**config.mk**
```make
export PLATFORM = sky130hd
export DESIGN_NAME = interval_timeout_timer_bank
export DESIGN_NICKNAME = d
export VERILOG_FILES = /design/src/sv/itt_pkg.sv /design/src/sv/interval_timeout_timer_bank.sv /design/src/sv/itt_slot_ram.sv /design/src/sv/itt_slot_unit.sv
export SDC_FILE = /design/constraint.sdc
export NUM_CORES = 2
export LEC_CHECK = 0
export BUFFER_PORTS_ARGS = -buffer_cell sky130_fd_sc_hd__buf_2
export CAP_MARGIN = 15
export CORE_MARGIN = 2
export CORE_UTILIZATION = 50
export DETAILED_ROUTE_END_ITERATION = 10
export HOLD_SLACK_MARGIN = 0.06
export PLACE_DENSITY = 0.71
export SYNTH_ARGS = -nofsm -noshare
export SYNTH_HDL_FRONTEND = slang
export SYNTH_HIERARCHICAL = 1
export SYNTH_SLANG_ARGS = --single-unit
```
**constraint.sdc**
```tcl
create_clock -name clk -period 13.1 [get_ports clk]
set_input_delay 1.31 -clock clk [delete_from_list [all_inputs] [get_ports clk]]
set_output_delay 1.31 -clock clk [all_outputs]
set_load 0.01 [all_outputs]
```
**src/sv/itt_pkg.sv**
```systemverilog
`default_nettype none
package itt_pkg;

	localparam int DEF_TIMER_SLOTS = 16;
	localparam int DEF_COUNT_BITS  = 32;

	localparam int PERIOD_W   = 32;
	localparam int SLOT_IDX_W = 4;
	localparam int KIND_W     = 2;
	localparam int STEP_W     = 10;

	localparam logic [STEP_W-1:0] STEP_RESET = 10'd1;

	localparam logic [KIND_W-1:0] KIND_TICK  = 2'd0;
	localparam logic [KIND_W-1:0] KIND_START = 2'd1;
	localparam logic [KIND_W-1:0] KIND_STOP  = 2'd2;

	typedef enum logic [1:0] {
		ST_IDLE,
		ST_SCAN,
		ST_FIRE,
		ST_FLUSH
	} seq_state_t;

	typedef enum logic {
		UM_START,
		UM_FIRE
	} unit_mode_t;

	typedef struct packed {
		logic armed;
		logic expire;
	} slot_flags_t;

endpackage
`default_nettype wire

```
**src/sv/interval_timeout_timer_bank.sv**
```systemverilog
`default_nettype none
// Bank of timer slots on a tick counter that each tick item advances by the
// configured step. Start and stop items are taken without raising busy. A
// tick item holds busy while the slot memory, which has one read port, is
// walked: once to find the earliest reached deadline, and when one is reached,
// once more to fire and reschedule that group, followed by the flush state.
// Results of a tick come out during the second walk, at most one per cycle,
// each on strobe for exactly one cycle; the final one, with last set, comes
// in the first cycle after busy drops. The receiver cannot stall them, so it
// must take every strobe. A tick that fires nothing gives no result.
module interval_timeout_timer_bank
	import itt_pkg::*;
#(
	parameter int TIMER_SLOTS = DEF_TIMER_SLOTS,
	parameter int COUNT_BITS  = DEF_COUNT_BITS
) (
	input  wire logic                  clk,
	input  wire logic                  arst_n,
	input  wire logic                  cfg_we,
	input  wire logic [STEP_W-1:0]     cfg_wdata,
	input  wire logic                  start,
	output logic                       busy,
	input  wire logic [KIND_W-1:0]     kind,
	input  wire logic [SLOT_IDX_W-1:0] slot_index,
	input  wire logic [PERIOD_W-1:0]   period,
	input  wire logic [PERIOD_W-1:0]   total_timeout,
	input  wire logic                  single_shot,
	output logic                       strobe,
	output logic [SLOT_IDX_W-1:0]      fired_slot,
	output logic                       event_type,
	output logic                       last
);

	localparam int SLOT_W = (TIMER_SLOTS > 1) ? $clog2(TIMER_SLOTS) : 1;
	localparam int REC_W  = 2 * PERIOD_W + COUNT_BITS + 1;
	localparam logic [SLOT_W-1:0] LAST_IDX = SLOT_W'(TIMER_SLOTS - 1);

	seq_state_t state_q, state_d;

	logic [STEP_W-1:0]      tick_step_q;
	logic [COUNT_BITS-1:0]  counter_q;
	logic [TIMER_SLOTS-1:0] armed_q;

	logic              issue_q;
	logic [SLOT_W-1:0] rd_addr_q;
	logic              vld_s1;
	logic [SLOT_W-1:0] idx_s1;

	logic                  found_q;
	logic [COUNT_BITS-1:0] best_diff_q;
	logic [COUNT_BITS-1:0] best_dl_q;

	logic              pend_v_q;
	logic [SLOT_W-1:0] pend_slot_q;
	logic              pend_ev_q;

	logic seq_start, advance, pass_end;
	logic accept, slot_ok, scan_hit, fire_hit, found_nxt;

	logic              wr_en;
	logic [SLOT_W-1:0] wr_addr;
	logic [REC_W-1:0]  wr_data;
	logic [REC_W-1:0]  rd_data;

	logic [PERIOD_W-1:0]   rd_per, rd_rem;
	logic [COUNT_BITS-1:0] rd_dl;
	logic                  rd_once;

	unit_mode_t            u_mode;
	logic [PERIOD_W-1:0]   u_per, u_rem_in, u_rem;
	logic                  u_once;
	logic [COUNT_BITS-1:0] u_diff, u_dl;
	slot_flags_t           u_flags;

	assign busy    = (state_q != ST_IDLE);
	assign accept  = start && !busy;
	assign slot_ok = (32'(slot_index) < 32'(TIMER_SLOTS));

	assign rd_per  = rd_data[REC_W-1 -: PERIOD_W];
	assign rd_rem  = rd_data[1 + COUNT_BITS +: PERIOD_W];
	assign rd_dl   = rd_data[1 +: COUNT_BITS];
	assign rd_once = rd_data[0];

	itt_slot_ram #(
		.DEPTH  (TIMER_SLOTS),
		.ADDR_W (SLOT_W),
		.WIDTH  (REC_W)
	) u_ram (
		.clk     (clk),
		.wr_en   (wr_en),
		.wr_addr (wr_addr),
		.wr_data (wr_data),
		.rd_addr (rd_addr_q),
		.rd_data (rd_data)
	);

	always_comb begin
		if (state_q == ST_IDLE) begin
			u_mode   = UM_START;
			u_per    = period;
			u_rem_in = total_timeout;
			u_once   = single_shot;
		end else begin
			u_mode   = UM_FIRE;
			u_per    = rd_per;
			u_rem_in = rd_rem;
			u_once   = rd_once;
		end
	end

	itt_slot_unit #(
		.COUNT_BITS (COUNT_BITS)
	) u_unit (
		.mode         (u_mode),
		.counter      (counter_q),
		.per          (u_per),
		.rem          (u_rem_in),
		.deadline     (rd_dl),
		.once         (u_once),
		.diff         (u_diff),
		.new_deadline (u_dl),
		.new_rem      (u_rem),
		.flags        (u_flags)
	);

	assign pass_end = vld_s1 && (idx_s1 == LAST_IDX);

	// reached when the wrap-safe difference has its top bit clear
	assign scan_hit = vld_s1 && (state_q == ST_SCAN) && armed_q[idx_s1]
		&& !u_diff[COUNT_BITS-1] && (!found_q || (u_diff > best_diff_q));
	assign fire_hit = vld_s1 && (state_q == ST_FIRE) && armed_q[idx_s1]
		&& (rd_dl == best_dl_q);
	assign found_nxt = found_q || scan_hit;

	always_comb begin
		wr_en   = 1'b0;
		wr_addr = idx_s1;
		wr_data = {rd_per, u_rem, u_dl, rd_once};
		if (accept && (kind == KIND_START) && slot_ok) begin
			wr_en   = 1'b1;
			wr_addr = SLOT_W'(slot_index);
			wr_data = {period, u_rem, u_dl, single_shot};
		end else if (fire_hit) begin
			wr_en = 1'b1;
		end
	end

	always_comb begin
		state_d   = state_q;
		seq_start = 1'b0;
		advance   = 1'b0;
		case (state_q)
			ST_IDLE: begin
				if (accept && (kind == KIND_TICK)) begin
					state_d   = ST_SCAN;
					seq_start = 1'b1;
				end
			end
			ST_SCAN: begin
				if (pass_end) begin
					if (found_nxt) begin
						state_d   = ST_FIRE;
						seq_start = 1'b1;
					end else begin
						state_d = ST_IDLE;
						advance = 1'b1;
					end
				end
			end
			ST_FIRE: begin
				if (pass_end) begin
					state_d = ST_FLUSH;
				end
			end
			ST_FLUSH: begin
				advance = 1'b1;
				state_d = ST_IDLE;
			end
			default: begin
				state_d = ST_IDLE;
			end
		endcase
	end

	always_ff @(posedge clk or negedge arst_n) begin
		if (!arst_n) begin
			state_q <= ST_IDLE;
		end else begin
			state_q <= state_d;
		end
	end

	always_ff @(posedge clk or negedge arst_n) begin
		if (!arst_n) begin
			tick_step_q <= STEP_RESET;
			counter_q   <= '0;
			armed_q     <= '0;
			issue_q     <= 1'b0;
			rd_addr_q   <= '0;
			vld_s1      <= 1'b0;
			idx_s1      <= '0;
			found_q     <= 1'b0;
			pend_v_q    <= 1'b0;
			strobe      <= 1'b0;
		end else begin
			if (cfg_we) begin
				tick_step_q <= cfg_wdata;
			end
			if (advance) begin
				counter_q <= counter_q + COUNT_BITS'(tick_step_q);
			end

			if (accept && slot_ok) begin
				if (kind == KIND_START) begin
					armed_q[SLOT_W'(slot_index)] <= u_flags.armed;
				end else if (kind == KIND_STOP) begin
					armed_q[SLOT_W'(slot_index)] <= 1'b0;
				end
			end
			if (fire_hit) begin
				armed_q[idx_s1] <= u_flags.armed;
			end

			// walk the slot memory, read data lands in the cycle after its address
			if (seq_start) begin
				rd_addr_q <= '0;
				issue_q   <= 1'b1;
			end else if (issue_q) begin
				if (rd_addr_q == LAST_IDX) begin
					issue_q <= 1'b0;
				end else begin
					rd_addr_q <= rd_addr_q + SLOT_W'(1);
				end
			end
			vld_s1 <= issue_q;
			idx_s1 <= rd_addr_q;

			if (seq_start && (state_q == ST_IDLE)) begin
				found_q <= 1'b0;
			end else if (scan_hit) begin
				found_q <= 1'b1;
			end

			// hold one result back so the final one can carry last
			strobe <= (fire_hit && pend_v_q) || (state_q == ST_FLUSH);
			if (fire_hit) begin
				pend_v_q <= 1'b1;
			end else if (state_q == ST_FLUSH) begin
				pend_v_q <= 1'b0;
			end
		end
	end

	always_ff @(posedge clk) begin
		if (scan_hit) begin
			best_diff_q <= u_diff;
			best_dl_q   <= rd_dl;
		end
		if (fire_hit) begin
			pend_slot_q <= idx_s1;
			pend_ev_q   <= u_flags.expire;
		end
		fired_slot <= SLOT_IDX_W'(pend_slot_q);
		event_type <= pend_ev_q;
		last       <= (state_q == ST_FLUSH);
	end

endmodule
`default_nettype wire

```
**src/sv/itt_slot_ram.sv**
```systemverilog
`default_nettype none
module itt_slot_ram #(
	parameter int DEPTH  = 16,
	parameter int ADDR_W = 4,
	parameter int WIDTH  = 97
) (
	input  wire logic              clk,
	input  wire logic              wr_en,
	input  wire logic [ADDR_W-1:0] wr_addr,
	input  wire logic [WIDTH-1:0]  wr_data,
	input  wire logic [ADDR_W-1:0] rd_addr,
	output logic      [WIDTH-1:0]  rd_data
);

	logic [WIDTH-1:0] mem [DEPTH];

	always_ff @(posedge clk) begin
		if (wr_en) begin
			mem[wr_addr] <= wr_data;
		end
	end

	always_ff @(posedge clk) begin
		rd_data <= mem[rd_addr];
	end

endmodule
`default_nettype wire

```
**src/sv/itt_slot_unit.sv**
```systemverilog
`default_nettype none
module itt_slot_unit
	import itt_pkg::*;
#(
	parameter int COUNT_BITS = DEF_COUNT_BITS
) (
	input  wire unit_mode_t            mode,
	input  wire logic [COUNT_BITS-1:0] counter,
	input  wire logic [PERIOD_W-1:0]   per,
	input  wire logic [PERIOD_W-1:0]   rem,
	input  wire logic [COUNT_BITS-1:0] deadline,
	input  wire logic                  once,
	output logic      [COUNT_BITS-1:0] diff,
	output logic      [COUNT_BITS-1:0] new_deadline,
	output logic      [PERIOD_W-1:0]   new_rem,
	output slot_flags_t                flags
);

	localparam int SUM_W = (COUNT_BITS > PERIOD_W) ? COUNT_BITS : PERIOD_W;

	logic [PERIOD_W-1:0] rem_left;
	logic [PERIOD_W-1:0] r_arm;
	logic [PERIOD_W-1:0] addend;
	logic [SUM_W-1:0]    sum;
	logic                expire;
	logic                arm_cond;
	logic                resched_once;

	assign diff = counter - deadline;

	always_comb begin
		expire       = (per == '0) || (rem < per);
		rem_left     = rem - per;
		r_arm        = (mode == UM_START) ? rem : rem_left;
		arm_cond     = (per != '0) && (per < r_arm);
		resched_once = (mode == UM_FIRE) && once;

		// single-shot reschedules for the whole rest, periodic uses the start rule
		if (resched_once) begin
			addend  = r_arm;
			new_rem = '0;
		end else begin
			addend  = arm_cond ? per : r_arm;
			new_rem = arm_cond ? r_arm : '0;
		end

		sum          = SUM_W'(counter) + SUM_W'(addend);
		new_deadline = sum[COUNT_BITS-1:0];

		flags.expire = (mode == UM_FIRE) && expire;
		if (mode == UM_START) begin
			flags.armed = (r_arm != '0);
		end else if (expire) begin
			flags.armed = 1'b0;
		end else begin
			flags.armed = once || (r_arm != '0);
		end
	end

endmodule
`default_nettype wire
```
==> impl_metrics.yaml <==
outcome:
  status: "finished, final reports clean"
floorplan:
  dieArea_um2: 153000
  die_y_um: 391
  row_count: 142
  placeableCoreArea_um2: 149000
  start_util_pct: 50.2
  ios: 93
  die_x_um: 391
finish:
  finalNonFillerCells: 6449
  layout_commonest_cell: "edfxtp_1"
  num-nets-final: 4613
  drive_gt1_share_pct: 22.0
  area_growth_pct: 11.8
  mostFrequentLayoutCells: "edfxtp_1, mux4_2, a22oi_1, nand2_1, clkbuf_16"
  final_util_pct: 56.1
sta:
  clock_skew_ns: 0.0333
  layout_setup_ws_ns: 2.05
  hold_viol_final: 0
  fin_crit_ns: 11.05
  finalSetupViolCount: 0
  tightest_slew_ns: 1.14
  max_freq_mhz: 90.5
  relSlewSlack_pct: 23.7
  fin_crit_sh_pct: 84.4
  drv_slew: 0
  rsz0062_at_grt: "false"
  fin_tns_setup_ns: 0
cts:
  cts_root_buf: "clkbuf_16"
  htree_levels: 4
  hold_buffers: 0
  cts.clk_slew.worst_paths_ns: 0.06
  cts_tree: "done"
  clk_path_buf_depth: 3
  clk_latency_ns: 0.81
  cts.sinks: 1797
  post_cts_buffers: 0
  cts_made_buffers: 178
  ctsResizeCount: 0
place:
  place.gp.congestion: 0.888
  dp_hpwl_um: 100000
  placed_cells: 6108
  numPortBuffers: 92
  pre_cts_ws_ns: 2.19
yosys:
  synth_fa_ha_area_share_pct: 2.96
  synth_xor_area_share_pct: 1.51
  ys_warn_count: 6
  ys_types: 87
  syn_area_um2: 74900
  synth_top_family_by_area: "multiplexers"
  synth-simple-area-share_pct: 4.07
  synth_cells: 4183
  synthesis.nets: 4442
  synth_mux_area_share_pct: 13.7
  synthArstFlopShare_pct: 4.06
  yosys-top-cells-area: "edfxtp_1, mux4_2, ha_1, dfxtp_1, dfrtp_1"
  synth_largest_area_cell: "edfxtp_1"
  synth.avg_cell_area_um2: 17.9
  synth_top_area_share_pct: 65.0
  synth-compound-area-share_pct: 5.74
  ys.flop_type: "edfxtp_1"
  ys_seq_area_share_pct: 70.2
  ys_ff_latch: 1797
  synth_edf_count: 1621
global_route:
  groute.usage.overall_pct: 24.0
  grt_max_degree: 107
  antenna_found_initial: 7
  grt_pass1_wl_um: 268000
  grt-ovfl-total: 0
  grt_pass1_vias: 40094
setup_path:
  critPathMaxStageDelay_ns: 0.79
  required_ns: 13.56
  cp-end-kind: "flip-flop"
  critPathKind: "reg2reg"
  arrival_ns: 11.52
  startpoint_type: "flip-flop"
  cp_slowest_cell: "xor2_1"
  crit_fanout: 69
routing:
  finalWirelength_um: 182000
  dr_total_vias: 40441
  wl_per_cell_um: 28.3
  drc_errors: 0
  drtIter0Drc: 4870
  antenna_left: 0
  drt_pass1_iterations: 6
  via_per_inst: 6.27
hold_path:
  hp-class: "reg2reg"
run:
  drv_cap: 0
[cells by family (layout without fill, tap and decap cells)]
kind of cell	count (synthesis)	in the layout
AO/OA/AOI/OAI	621	621
XOR/XNOR	128	128
adder cells (fa/ha/maj)	175	175
buffers and inverters	310	631
flip-flops	1797	1797
multiplexers	524	524
other	0	1
AND/OR/NAND/NOR	628	628
[critical path: cells and delay by family, from the launching register on]
kind            cells  cell delay (ns)
compound gates     19             5.16
simple gates        7             1.43
fa+ha+maj           4             1.10
mux                 1             0.43
buf+inv             4             1.27
flops               1             0.46
xor+xnor            1             0.79
[sequential cells by signal (all words and copies together) (netlist names), named ones only]
register and cells:
u_ram/mem 1552, u_ram/rd_data 97, best_diff_q 32, best_dl_q 32
counter_q 32, armed_q 16, tick_step_q 10, fired_slot 4
idx_s1 4, pend_slot_q 4, rd_addr_q 4, event_type 1
found_q 1, issue_q 1, last 1, pend_ev_q 1
pend_v_q 1, state_q 1, strobe 1, vld_s1 1
[synth_stat cells (6+ instances only)]
cell type / number
edfxtp_1: 1621
a21oi_1: 111
a22oi_1: 209
nor3b_1: 7
a21o_1: 55
or3_1: 11
nor2_1: 154
xor2_1: 58
nand2b_1: 18
clkbuf_1: 71
and3_1: 20
mux2i_1: 16
xnor2_1: 69
mux2_2: 115
a21boi_0: 6
o21bai_1: 9
dfxtp_1: 103
nand3_1: 37
ha_1: 170
nor4_1: 19
nand4_1: 30
inv_1: 135
o31ai_1: 11
a211oi_1: 14
o21a_1: 18
nand3b_1: 6
a31oi_1: 22
nor3_1: 34
and2_1: 10
or2_2: 6
a31o_2: 7
buf_2: 32
and4_1: 11
a221oi_1: 8
dfrtp_1: 72
buf_1: 39
nor2b_1: 41
nand2_1: 204
buf_6: 6
o21ai_0: 77
mux4_2: 392
o211ai_1: 9
buf_4: 27
[through the flow]
step,cell area (um2),hold slack (ns)
CTS,83600,0.339
detailed placement,77800,0.329
finish,83700,0.339
floorplan,74900,0.323
global placement,77800,0.326
global route,83700,0.350
[area by class of cell]
type                            instances  area [um2]
Clock buffer                          248        4900
Timing Repair Buffer                  166        1170
Multi-Input combinational cell       2076       21200
Antenna cell                            1        2.50
Inverter                              135         507
Clock inverter                         82         947
Tap cell                             1944        2430
Fill cell                           11181       65500
Sequential cell                      1797       52600
[final timing paths]
check	endpoint	slack (ns)	start	cells past startpoint
worst max-delay path	u_ram/mem[0][27]	2.05	flip-flop	36
worst min-delay path	fired_slot[0]	0.34	pend_slot_q[0]	0
worst max register to register	u_ram/mem[0][27]	2.05	flip-flop	36
worst min register to register	fired_slot[0]	0.34	pend_slot_q[0]	0
max in group asynchronous	rd_addr_q[1]	11.70	arst_n	1
min in group asynchronous	armed_q[0]	0.67	arst_n	1
[layer usage]
| metal | vias up | part of all wire (%) | GRT usage [%] |
|---|---|---|---|
| li1 | 17246 | - | - |
| met1 | 21018 | 42 | 34.9 |
| met2 | 1913 | 47 | 37.5 |
| met3 | 262 | 9.0 | 4.25 |
| met4 | 2 | 2.4 | 6.68 |
| met5 | - | 0.0066 | 0 |
Power is not shown: default switching activity piles up to over one toggle a cycle in this logic, so the estimate is an artifact.
